===== src/hdl/dbd_pkg.sv =====
package dbd_pkg;

  // Field widths
  localparam int unsigned DayW   = 5;
  localparam int unsigned MonthW = 4;
  localparam int unsigned YearW  = 14;
  localparam int unsigned DiffW  = 23;

  // Day number of a date: at most 16383*365 + 4096 + 366, fits 23 bits
  localparam int unsigned DayNumW = 23;

  localparam int unsigned DaysPerYear = 365;

  typedef logic [DayW-1:0]    day_t;
  typedef logic [MonthW-1:0]  month_t;
  typedef logic [YearW-1:0]   year_t;
  typedef logic [DayNumW-1:0] day_num_t;
  typedef logic signed [DiffW-1:0] diff_t;
  // One extra bit so the raw difference never wraps before saturation
  typedef logic signed [DayNumW:0] wide_diff_t;

  localparam diff_t DiffMax = {1'b0, {(DiffW-1){1'b1}}};
  localparam diff_t DiffMin = {1'b1, {(DiffW-1){1'b0}}};

  // Days in a common year before the first of the month; month zero counts
  // as January and months past twelve count as December
  function automatic logic [8:0] days_before_month(input month_t month);
    logic [8:0] days;
    case (month) inside
      4'd0, 4'd1: days = 9'd0;
      4'd2:       days = 9'd31;
      4'd3:       days = 9'd59;
      4'd4:       days = 9'd90;
      4'd5:       days = 9'd120;
      4'd6:       days = 9'd151;
      4'd7:       days = 9'd181;
      4'd8:       days = 9'd212;
      4'd9:       days = 9'd243;
      4'd10:      days = 9'd273;
      4'd11:      days = 9'd304;
      [4'd12:4'd15]: days = 9'd334;
      default:    days = 9'd0;
    endcase
    return days;
  endfunction

endpackage


===== src/hdl/dbd_in_if.sv =====
interface dbd_in_if;
  logic                valid;
  logic                ready;
  dbd_pkg::day_t       first_day;
  dbd_pkg::month_t     first_month;
  dbd_pkg::year_t      first_year;
  dbd_pkg::day_t       second_day;
  dbd_pkg::month_t     second_month;
  dbd_pkg::year_t      second_year;

  modport source (
    output valid, first_day, first_month, first_year,
    output second_day, second_month, second_year,
    input  ready
  );

  modport sink (
    input  valid, first_day, first_month, first_year,
    input  second_day, second_month, second_year,
    output ready
  );
endinterface


===== src/hdl/dbd_out_if.sv =====
interface dbd_out_if;
  logic                valid;
  logic                ready;
  dbd_pkg::diff_t      day_difference;

  modport source (
    output valid, day_difference,
    input  ready
  );

  modport sink (
    input  valid, day_difference,
    output ready
  );
endinterface


===== src/hdl/dbd_day_number.sv =====
// Day number of one date: years before it, leap days before it,
// days of earlier months, and the day of month.
module dbd_day_number (
  input  dbd_pkg::day_t     day,
  input  dbd_pkg::month_t   month,
  input  dbd_pkg::year_t    year,
  output dbd_pkg::day_num_t day_num
);

  logic                         leap_adj;
  logic [dbd_pkg::YearW-2:0]    leap_days;
  logic [dbd_pkg::YearW:0]      year_plus3;
  dbd_pkg::day_num_t            year_days;
  logic [9:0]                   in_year;

  // Leap years are those divisible by four; count them before this year
  assign year_plus3 = {1'b0, year} + (dbd_pkg::YearW+1)'(3);
  assign leap_days  = year_plus3[dbd_pkg::YearW:2];

  // Constant multiply, shift-add after synthesis
  assign year_days = dbd_pkg::day_num_t'(year)
                   * dbd_pkg::day_num_t'(dbd_pkg::DaysPerYear);

  // February 29 lies before every month after February in a leap year
  assign leap_adj = (year[1:0] == 2'b00) && (month > 4'd2);

  assign in_year = {1'b0, dbd_pkg::days_before_month(month)}
                 + 10'(leap_adj) + 10'(day);

  assign day_num = year_days + dbd_pkg::day_num_t'(leap_days)
                 + dbd_pkg::day_num_t'(in_year);

endmodule


===== src/hdl/days_between_dates.sv =====
// An accepted item passes the input register, then the result register.
// Throughput: one item per cycle; the only stall is backpressure on result.
// Reset (rst, synchronous, active high) empties both registers; nothing else
// holds state.
module days_between_dates (
  input  logic            clk,
  input  logic            rst,
  dbd_in_if.sink          dates,
  dbd_out_if.source       result
);

  // Input register
  logic              in_valid;
  dbd_pkg::day_t     r_first_day;
  dbd_pkg::month_t   r_first_month;
  dbd_pkg::year_t    r_first_year;
  dbd_pkg::day_t     r_second_day;
  dbd_pkg::month_t   r_second_month;
  dbd_pkg::year_t    r_second_year;

  logic              out_adv;
  logic              in_adv;

  dbd_pkg::day_num_t  first_num;
  dbd_pkg::day_num_t  second_num;
  dbd_pkg::wide_diff_t raw_diff;
  dbd_pkg::diff_t     diff_next;

  // Pipeline flow: result register frees when empty or taken
  assign out_adv     = !result.valid || result.ready;
  assign in_adv      = !in_valid || out_adv;
  assign dates.ready = in_adv;

  always_ff @(posedge clk) begin
    if (rst) begin
      in_valid <= 1'b0;
    end else if (in_adv) begin
      in_valid <= dates.valid;
    end
  end

  always_ff @(posedge clk) begin
    if (in_adv && dates.valid) begin
      r_first_day    <= dates.first_day;
      r_first_month  <= dates.first_month;
      r_first_year   <= dates.first_year;
      r_second_day   <= dates.second_day;
      r_second_month <= dates.second_month;
      r_second_year  <= dates.second_year;
    end
  end

  // Day numbers of both dates
  dbd_day_number u_first (
    .day     (r_first_day),
    .month   (r_first_month),
    .year    (r_first_year),
    .day_num (first_num)
  );

  dbd_day_number u_second (
    .day     (r_second_day),
    .month   (r_second_month),
    .year    (r_second_year),
    .day_num (second_num)
  );

  // Difference, saturated to the result field
  assign raw_diff = $signed({1'b0, second_num}) - $signed({1'b0, first_num});

  always_comb begin
    if (raw_diff > dbd_pkg::wide_diff_t'(dbd_pkg::DiffMax)) begin
      diff_next = dbd_pkg::DiffMax;
    end else if (raw_diff < dbd_pkg::wide_diff_t'(dbd_pkg::DiffMin)) begin
      diff_next = dbd_pkg::DiffMin;
    end else begin
      diff_next = raw_diff[dbd_pkg::DiffW-1:0];
    end
  end

  // Result register
  always_ff @(posedge clk) begin
    if (rst) begin
      result.valid <= 1'b0;
    end else if (out_adv) begin
      result.valid <= in_valid;
    end
  end

  always_ff @(posedge clk) begin
    if (out_adv && in_valid) begin
      result.day_difference <= diff_next;
    end
  end

  // Checks
  a_reset_empty: assert property (@(posedge clk) $past(rst) |-> !result.valid && !in_valid)
    else $error("pipeline not empty after reset");

  a_accept_loads: assert property (@(posedge clk) disable iff (rst)
    dates.valid && dates.ready |=> in_valid)
    else $error("accepted item lost at input register");

  a_stage_moves: assert property (@(posedge clk) disable iff (rst)
    in_valid && out_adv |=> result.valid)
    else $error("item lost between input and result registers");

  a_stall_holds: assert property (@(posedge clk) disable iff (rst)
    in_valid && !out_adv |=> in_valid && $stable(r_first_year) && $stable(r_second_year))
    else $error("stalled item in input register changed");

  a_drain: assert property (@(posedge clk) disable iff (rst)
    result.valid && result.ready && !in_valid |=> !result.valid)
    else $error("result repeated after it was taken");

endmodule


===== src/flat_wrapper.sv =====
// flat-port wrapper written by rule: the top's interface ports become plain ports
module days_between_dates_flat 
  (clk, rst, dates_valid, dates_first_day, dates_first_month, dates_first_year, dates_second_day, dates_second_month, dates_second_year, dates_ready, result_valid, result_day_difference, result_ready);
  dbd_in_if dates_i ();
  dbd_out_if result_i ();
  input  logic clk;
  input  logic rst;
  input wire logic [$bits(dates_i.valid)-1:0] dates_valid;
  input wire logic [$bits(dates_i.first_day)-1:0] dates_first_day;
  input wire logic [$bits(dates_i.first_month)-1:0] dates_first_month;
  input wire logic [$bits(dates_i.first_year)-1:0] dates_first_year;
  input wire logic [$bits(dates_i.second_day)-1:0] dates_second_day;
  input wire logic [$bits(dates_i.second_month)-1:0] dates_second_month;
  input wire logic [$bits(dates_i.second_year)-1:0] dates_second_year;
  output wire logic [$bits(dates_i.ready)-1:0] dates_ready;
  output wire logic [$bits(result_i.valid)-1:0] result_valid;
  output wire logic [$bits(result_i.day_difference)-1:0] result_day_difference;
  input wire logic [$bits(result_i.ready)-1:0] result_ready;
  assign dates_i.valid = dates_valid;
  assign dates_i.first_day = dates_first_day;
  assign dates_i.first_month = dates_first_month;
  assign dates_i.first_year = dates_first_year;
  assign dates_i.second_day = dates_second_day;
  assign dates_i.second_month = dates_second_month;
  assign dates_i.second_year = dates_second_year;
  assign dates_ready = dates_i.ready;
  assign result_valid = result_i.valid;
  assign result_day_difference = result_i.day_difference;
  assign result_i.ready = result_ready;
  days_between_dates u_core (.clk(clk), .rst(rst), .dates(dates_i), .result(result_i));
endmodule

===== config.mk =====
export PLATFORM = sky130hd
export DESIGN_NAME = days_between_dates_flat
export DESIGN_NICKNAME = d
export VERILOG_FILES = /design/src/hdl/dbd_pkg.sv /design/src/hdl/dbd_in_if.sv /design/src/hdl/dbd_out_if.sv /design/src/hdl/dbd_day_number.sv /design/src/hdl/days_between_dates.sv /design/src/flat_wrapper.sv
export SDC_FILE = /design/constraint.sdc
export NUM_CORES = 1
export LEC_CHECK = 0
export ABC_CLOCK_PERIOD_IN_PS = 9550
export BUFFER_PORTS_ARGS = -buffer_cell sky130_fd_sc_hd__buf_2
export CELL_PAD_IN_SITES_DETAIL_PLACEMENT = 1
export CELL_PAD_IN_SITES_GLOBAL_PLACEMENT = 2
export CORE_MARGIN = 2
export CORE_UTILIZATION = 41
export DETAILED_ROUTE_END_ITERATION = 6
export PLACE_DENSITY = 0.84
export SLEW_MARGIN = 20
export SYNTH_ARGS = -nofsm -noshare
export SYNTH_HDL_FRONTEND = slang
export SYNTH_SLANG_ARGS = --single-unit

===== constraint.sdc =====
create_clock -name clk -period 9.55 [get_ports clk]
set_input_delay 0 -clock clk [delete_from_list [all_inputs] [get_ports clk]]
set_output_delay 0 -clock clk [all_outputs]
set_load 0.01 [all_outputs]

==> results.toml, run 1 <==
[run_status]
outcome = "finished, violations left"
violations = "design-rule violations"

[yosys]
async_reset_ff_frac = 0
yosysUniqueCellTypes = 59
syn_inst = 1103
synth_seq_cells = 71
yosysWarnings = 0
synth_top_area_cell = "fa_1"
avgSynthCellArea_um2 = 9.914
yosysTopAreaCellShare = 0.2526
seq_area_frac_synth = 0.1931
synth_area_um2 = 10940
synth_flop_cell = "edfxtp_1"
synth_area_leaders = "fa_1 25%, ha_1 20%, edfxtp_1 19%, inv_1 9.2%, xnor2_1 4.1%"
syn-num-nets = 1465
synth_edf_count = 69

[setup_path]
critPathMaxFanout = 17
cp.required_ps = 9640
max_stage_delay_ps = 570
cp_slowest_cell = "or3b_1"
start_kind = "flop"
worst_setup_path_end_kind = "flop"
reg2reg_slack_ps = 1670
criticalPathCategory = "reg -> reg"
worstPathArrival_ps = 7970

[floorplan]
die_x_um = 167.3
ioPinCount = 75
core_um2 = 26130
die_area_um2 = 27990
initial_core_util = 0.4185
die_y_um = 167.3
row_count = 59

[cells_and_area]
drive_above_1_share = 0.08900
num-nets-final = 1593
final_cell_mix = "268 x inv_1, 174 x ha_1, 138 x fa_1"
area_growth_pct = 14.10
mostFrequentLayoutCell = "inv_1"
final_area_um2 = 12480
seqCellArea_um2 = 2112
multi_input_area_um2 = 7774
fin_util = 0.4774
fill_cells = 3064
antenna_cells = 0

[detailed_routing]
drt_iter0_markers = 391
wire_per_inst_um = 16.05
viasPerCell = 5.057
routed_wl_um = 25210
dr.pass1.iters = 7
final_antenna_net_count = 0
vias = 7944
drc = 3

[placement]
hpwlAfterDp_um = 21140
placed_area_um2 = 11680
io_buffers = 74
gp_congestion = 0.8521

[grt]
antenna_found_initial = 0
grt_use_total = 0.1959
grt_max_degree = 47
overflow = 0
grt_pass1_wl_um = 43680
grt_pass1_vias = 8669

[sta]
hold_ws_ps = 61.63
fin_crit_ps = 7881
setup_viol = 0
rsz0062_at_grt = "no"
tightest_slew_ps = 696.1
hold_viol = 0
slew_headroom = 0.5350
slew_viol_final = 0
setup_tns_ps = 0
clock.fmax_mhz = 126.9
fin_crit_sh = 0.8252
finalClockSkew_ps = 6.389

[clock_network]
cts_buffer_depth = 2
insertion_delay_ps = 350
cts_setup_buffers = 0
numCtsBuffers = 9
root_buffer = "clkbuf_16"
cts-htree-levels = 3
cts.sinks = 71
cts_tree = "built"
path_clk_slew_ps = 60

[run]
drv_cap = 0

[min_path]
hp-class = "in -> reg"
path summary, 6_finish.rpt:
| check | startpoint | end | cells after the start |
|---|---|---|---|
| worst max register to register | u_core.r_first_year[1] | u_core.result.day_difference[18] | 30 |
| worst min-delay path | result_ready | u_core.in_valid | 4 |
| worst max-delay path | u_core.r_first_year[1] | u_core.result.day_difference[18] | 30 |
| worst min register to register | u_core.in_valid | u_core.in_valid | 2 |
cell families (layout without fill, tap and decap cells):
group	after synthesis	count (layout)	share of synthesized area
mux	2	2	0.002059
simple gates	178	178	0.07861
xor+xnor	78	78	0.06247
flops	71	71	0.1931
buf+inv	275	408	0.09679
compound gates	182	182	0.1106
fa+ha+maj	317	317	0.4563
stage by stage:
stage                     instances  worst slack (ps)
final                          1571              1669
after global routing           1571              1050
after CTS                      1571              1638
after detailed placement       1506              1650
after global placement         1506              1866
after floorplan                1103              2627
cell usage after synthesis (3+ instances only):
library cell,count
a211o_1,3
a211oi_1,11
a21o_1,17
a21oi_1,57
a31oi_1,3
and2_1,4
and3_1,6
clkbuf_1,4
edfxtp_1,69
fa_1,138
ha_1,174
inv_1,268
maj3_1,5
nand2_1,43
nand2b_1,6
nand3_1,18
nand4_1,3
nor2_1,53
nor2b_1,11
nor3_1,18
nor3b_1,3
o211ai_1,6
o21a_1,18
o21ai_0,30
o21ai_2,4
o21bai_1,6
o31ai_1,4
or3_1,4
xnor2_1,51
xor2_1,27
area by class of cell:
type                            instances  area share
Inverter                              268     0.08063
Clock inverter                          6    0.005515
Timing Repair Buffer                  124     0.06959
Tap cell                              335     0.03359
Multi-Input combinational cell        757      0.6230
Clock buffer                           10     0.01835
Sequential cell                        71      0.1693
critical path: cells and delay by family (launching register included):
kind                       cells  cell delay (ps)
buffers and inverters          2               90
xor gates and xnor gates       2              330
and+or+nand+nor               10             2510
adders and majority gates      6             2460
AOI/OAI and AO/OA             10             1720
DFF                            1              500
routing by layer:
metal,global-route usage,up-vias,wire [um]
li1,-,3888,-
met1,0.2739,3953,11910
met2,0.3332,89,12370
met3,0.02080,14,715
met4,0.03705,0,228
met5,0,-,0
flip-flops by register name, summed over array words and instances (netlist names):
register                      cells
u_core.r_first_day                5
u_core.result.day_difference     23
u_core.r_first_month              4
u_core.result.valid               1
u_core.r_second_year             14
u_core.r_second_day               5
u_core.r_first_year              14
u_core.in_valid                   1
u_core.r_second_month             4
what timing repair did:
item                                   in CTS  in global routing
hold buffers                               49                  0
endpoints found under the hold margin      48                  0
gates resized for setup                     0                  0
Power of run 1 is left out: the tool's default activity adds up to more than one toggle a clock period on the data nets, which glitch-free logic cannot reach.
==> run 2, diff against run 1 <==
--- a/config.mk
+++ b/config.mk
@@ -5,14 +5,15 @@
 export SDC_FILE = /design/constraint.sdc
 export NUM_CORES = 1
 export LEC_CHECK = 0
-export ABC_CLOCK_PERIOD_IN_PS = 9550
+export ABC_AREA = 1
+export ABC_CLOCK_PERIOD_IN_PS = 7300
 export BUFFER_PORTS_ARGS = -buffer_cell sky130_fd_sc_hd__buf_2
 export CELL_PAD_IN_SITES_DETAIL_PLACEMENT = 1
 export CELL_PAD_IN_SITES_GLOBAL_PLACEMENT = 2
 export CORE_MARGIN = 2
-export CORE_UTILIZATION = 41
+export CORE_UTILIZATION = 39
 export DETAILED_ROUTE_END_ITERATION = 6
-export PLACE_DENSITY = 0.84
+export PLACE_DENSITY = 0.85
 export SLEW_MARGIN = 20
 export SYNTH_ARGS = -nofsm -noshare
 export SYNTH_HDL_FRONTEND = slang
==> constraint.sdc (replaced) <==
create_clock -name clk -period 7.3 [get_ports clk]
set_input_delay 0 -clock clk [delete_from_list [all_inputs] [get_ports clk]]
set_output_delay 0 -clock clk [all_outputs]
set_load 0.01 [all_outputs]
==> run 2 against run 1 <==
Net effect:
- the flow now finishes without violations
- via count rose by 21%
- first-iteration DRC count fell by 14%
- worst hold slack improved by 240 ps
- critical path depth rose by 1
- sequential share of layout area fell by 1.5 points
- register-to-register slack got worse by 1100 ps
- setup slack got worse by 1100 ps
- maximum frequency rose by 17%
- routed wire length rose by 26%
- global-route usage rose by 1.7 points
- critical endpoint is now u_core.result.day_difference[10]
==> results.toml, run 2 <==
[sta]
fin_crit_sh = 0.9256
setup_viol = 0
clock.fmax_mhz = 148.0
fin_crit_ps = 6757
slew_headroom = 0.4088
hold_ws_ps = 302.9
tightest_slew_ps = 886.8
finalClockSkew_ps = 8.978
slew_viol_final = 0
hold_viol = 0

[setup_path]
crit_family = "adder cells"
cp_slowest_cell = "fa_1"
start_kind = "flop"
worstPathArrival_ps = 6870
criticalPathCategory = "reg -> reg"
max_stage_delay_ps = 550
critPathMaxFanout = 22
worst_setup_path_end_kind = "flop"
path_buf_inv = 3
crit_top_cell = "nand2_1"
cp.required_ps = 7420

[detailed_routing]
final_antenna_net_count = 0
viasPerCell = 4.756
vias = 9588
drc = 0
dr.pass1.iters = 4
drt_iter0_markers = 337
routed_wl_um = 31740
wire_per_inst_um = 15.74

[cells_and_area]
area_growth_pct = 14.33
antenna_cells = 0
drive_above_1_share = 0.07654
final_cell_mix = "380 x inv_1, 306 x nand2_1, 173 x ha_1"
largest_reg_flops = 23
mostFrequentLayoutCell = "inv_1"
num-nets-final = 1977
largest_register = "u_core.result.day_difference"
largest_registers = "u_core.result.day_difference x23, u_core.r_first_year x14, u_core.r_second_year x14"

[grt]
grt_max_degree = 47
antenna_found_initial = 0
grt_use_total = 0.2125
grt_pass1_wl_um = 52580
overflow = 0
grt_pass1_vias = 10440

[clock_network]
cts_tree = "built"
root_buffer = "clkbuf_16"
cts-htree-levels = 3
cts_buffer_depth = 2
cts.sinks = 71
path_clk_slew_ps = 60
numCtsBuffers = 9
insertion_delay_ps = 370

[placement]
io_buffers = 74
gp_congestion = 0.8838
hpwlAfterDp_um = 27520

[run]
drv_cap = 0

[yosys]
seq_area_frac_synth = 0.1763
yosysTopAreaCellShare = 0.2306
yosys.cell_count.top_type = "inv_1"
yosysUniqueCellTypes = 40
yosysWarnings = 0
async_reset_ff_frac = 0
syn_inst = 1478
ys_top_cells_by_count = "381 x inv_1, 306 x nand2_1, 174 x ha_1"
avgSynthCellArea_um2 = 8.106
synth_area_leaders = "fa_1 23%, ha_1 18%, edfxtp_1 17%, inv_1 12%, nand2_1 9.6%"
synth_flop_cell = "edfxtp_1"
synth_area_um2 = 11980
synth_top_area_cell = "fa_1"
synth_edf_count = 69
synth_seq_cells = 71
syn-num-nets = 1840

[run_status]
outcome = "complete, no violations"

[floorplan]
ioPinCount = 75
core_um2 = 30430
die_y_um = 179.3
die_x_um = 179.3
initial_core_util = 0.3937
die_area_um2 = 32140
row_count = 64

[min_path]
hp-class = "in -> reg"
==> run 2: cell types whose count changed after synthesis, sizes merged, moves of 14 or more <==
cell,change
xnor2,-27
inv,+113
nand2,+269
xor2,+14
a21o,-14
nand3,+37
nor2,+39
nand4,+14
o21a,-14
==> run 2: cell families after synthesis <==
family | synth area share
DFF | 0.1763
AOI/OAI and AO/OA | 0.06141
and+or+nand+nor | 0.1783
adders and majority gates | 0.4123
xor gates and xnor gates | 0.04752
buffers and inverters | 0.1242
==> run 2: worst register-to-register path: cells and delay by family, from the launching register on <==
kind	cells	cell delay, ps
buf+inv	3	220
simple gates	18	2410
fa+ha+maj	6	2840
compound gates	4	580
flops	1	460
==> run 2: layer usage <==
layer  track usage  up-vias  routed length [um]
met5             0        -                   0
met4       0.04637        0                 468
met3       0.03138       29                 745
met2        0.3868      102               16090
met1        0.2645     4601               14440
li1              -     4856                   -
==> run 2: final cells by class <==
cell class | count | area (um2)
clock buffers | 9 | 225.2
clock inverters | 7 | 62.56
fillers | 3701 | 16730
inverters | 381 | 1431
multi-input cells | 1019 | 8428
flip-flops and latches | 71 | 2112
well taps | 396 | 495.5
repair buffers | 133 | 942.2
==> run 2: timing repair <==
action	CTS	global route
cloned	0	0
pin swaps	0	1
gates resized for setup	1	11
endpoints found under the hold margin	48	0
hold buffers	50	0
setup buffers	0	5
endpoints found under the setup margin	21	23
==> run 2: path summary, 6_finish.rpt <==
path	from	endpoint	slack, ps	cells past startpoint
worst max-delay path	u_core.r_second_year[1]	u_core.result.day_difference[10]	540	31
worst min register to register	u_core.in_valid	u_core.result.day_difference[11]	840	3
worst min-delay path	result_ready	u_core.result.day_difference[11]	300	4
worst max register to register	u_core.r_second_year[1]	u_core.result.day_difference[10]	540	31
==> run 2: through the flow <==
step	setup TNS, ps	instances	utilization	setup WS (ps)	instance area (um2)
after floorplan	0	1478	-	1196	11980
after global placement	0	1945	0.4214	170.5	12820
after detailed placement	-132.4	1945	0.4214	-28.16	12820
after CTS	0	2011	0.4475	49.64	13620
after global routing	-86.47	2016	0.4501	-21.88	13700
final	0	2016	0.4501	543.4	13700
Power of run 2 is left out for the same reason.
==> run 3, diff against run 2 <==
--- a/config.mk
+++ b/config.mk
@@ -8,6 +8,7 @@
 export ABC_AREA = 1
 export ABC_CLOCK_PERIOD_IN_PS = 7300
 export BUFFER_PORTS_ARGS = -buffer_cell sky130_fd_sc_hd__buf_2
+export CAP_MARGIN = 20
 export CELL_PAD_IN_SITES_DETAIL_PLACEMENT = 1
 export CELL_PAD_IN_SITES_GLOBAL_PLACEMENT = 2
 export CORE_MARGIN = 2
==> constraint.sdc (replaced) <==
create_clock -name clk -period 7.3 [get_ports clk]
set_input_delay 0.365 -clock clk [delete_from_list [all_inputs] [get_ports clk]]
set_output_delay 0.365 -clock clk [all_outputs]
set_load 0.01 [all_outputs]
==> run 3 against run 2 <==
Net effect:
- core utilization down 1.6 points
- cell area fell by 3.7%
- critical endpoint unchanged
- sequential share of layout area is 0.58 points higher
- die area unchanged
- highest routed layer unchanged
- maximum frequency about the same
- worst hold slack worse by 140 ps
- first-iteration DRC count fell by 4.5%
- critical path type unchanged
- global-route usage shrank 0.34 points
- clock skew is essentially flat
- via count fell by 2.1%
==> results.toml, run 3 (synthesis gave the netlist of run 2 again) <==
[floorplan]
die_y_um = 179.3
core_um2 = 30430
die_area_um2 = 32140
die_x_um = 179.3
row_count = 64
ioPinCount = 75
initial_core_util = 0.3937

[sta]
slew_viol_final = 0
clock.fmax_mhz = 148.0
tightest_slew_ps = 902.1
finalClockSkew_ps = 9.087
setup_viol = 0
slew_headroom = 0.3986
setup_tns_ps = 0
fin_crit_sh = 0.9255
hold_viol = 0
fin_crit_ps = 6757

[placement]
placed_area_um2 = 12820
hpwlAfterDp_um = 27520
io_buffers = 74
gp_congestion = 0.8838

[clock_network]
cts-htree-levels = 3
numCtsBuffers = 9
cts_tree = "built"
path_clk_slew_ps = 60
insertion_delay_ps = 370
root_buffer = "clkbuf_16"
cts.sinks = 71
cts_buffer_depth = 2
postCtsHoldBufs = 0

[setup_path]
max_stage_delay_ps = 550
cp.required_ps = 7420
cp_slowest_cell = "fa_1"
start_kind = "flop"
crit_top_cell = "nand2_1"
critPathMaxFanout = 22
r2r-start = "u_core.r_second_year[1]"
criticalPathCategory = "reg -> reg"
worstPathArrival_ps = 6870
rr_endpoint = "u_core.result.day_difference[10]"
reg2reg_slack_ps = 540
worst_setup_path_end_kind = "flop"
rr_worst_depth = 31

[detailed_routing]
vias = 9383
viasPerCell = 4.773
final_antenna_net_count = 0
routed_wl_um = 31260
dr.pass1.iters = 4
wire_per_inst_um = 15.90
drc = 0
drt_iter0_markers = 322

[cells_and_area]
largest_registers = "u_core.result.day_difference x23, u_core.r_first_year x14, u_core.r_second_year x14"
antenna_cells = 0
final_area_um2 = 13200
largest_reg_flops = 23
fill_cells = 3723
final_cell_mix = "380 x inv_1, 306 x nand2_1, 173 x ha_1"
num-nets-final = 1927
mostFrequentLayoutCell = "inv_1"
drive_above_1_share = 0.07898
largest_register = "u_core.result.day_difference"
area_growth_pct = 10.15

[min_path]
hold_start = "dates_second_year[6]"
hp-class = "in -> reg"
hold_path_depth = 1
holdPathEnd = "u_core.r_second_year[6]"

[grt]
antenna_found_initial = 0
grt_use_total = 0.2092
grt_pass1_wl_um = 51710
overflow = 0
grt_max_degree = 47
grt_pass1_vias = 10230

[run_status]
outcome = "complete, no violations"

[run]
drv_cap = 0
-- run 3: stage by stage --
stage	hold slack, ps	util	std cells	setup slack [ps]
after floorplan	434.1	-	1478	1196
after global placement	481.1	0.4214	1945	170.5
after detailed placement	493.3	0.4214	1945	-28.16
after CTS	143.4	0.4310	1961	49.64
after global routing	145.6	0.4337	1966	-21.88
final	163.6	0.4337	1966	543.5
-- run 3: how the worst max path moves through the flow --
| stage | cells after the start | startpoint | to |
|---|---|---|---|
| after floorplan | 34 | u_core.r_second_year[1] | u_core.result.day_difference[7] |
| after global placement | 32 | u_core.r_second_year[1] | u_core.result.day_difference[8] |
| after detailed placement | 32 | u_core.r_second_year[1] | u_core.result.day_difference[10] |
| after CTS | 33 | u_core.r_second_year[1] | u_core.result.day_difference[18] |
| after global routing | 30 | u_core.r_second_year[1] | u_core.result.day_difference[10] |
| final | 31 | u_core.r_second_year[1] | u_core.result.day_difference[10] |
-- run 3: final cells by class --
cell class,count,area [um2],area share
multi-input combinational,1019,8428,0.6387
sequential,71,2112,0.1600
clock buffer,9,225.2,0.01707
tap,396,495.5,0.03755
inverter,381,1431,0.1085
timing repair buffer,83,441.7,0.03347
clock inverter,7,62.56,0.004741
-- run 3: timing repair --
item	CTS	global route
hold endpoints to repair	0	0
buffers inserted	0	5
resized for setup	1	12
pin swaps	0	1
setup endpoints to repair	21	23
-- run 3: worst max-delay path, delay by kind of cell, from the launching register on --
kind,cells,cell delay (ps)
simple gates,18,2390
flops,1,460
compound gates,4,580
fa+ha+maj,6,2840
buf+inv,3,220
-- run 3: per-layer routing --
metal,share of wire,global-route usage,wire (um),up-vias
li1,-,-,-,4759
met1,0.46,0.2619,14320,4501
met2,0.50,0.3779,15740,95
met5,0,0,0,-
met3,0.024,0.03138,758,28
met4,0.014,0.04637,441,0
Power of run 3 is left out for the same reason.
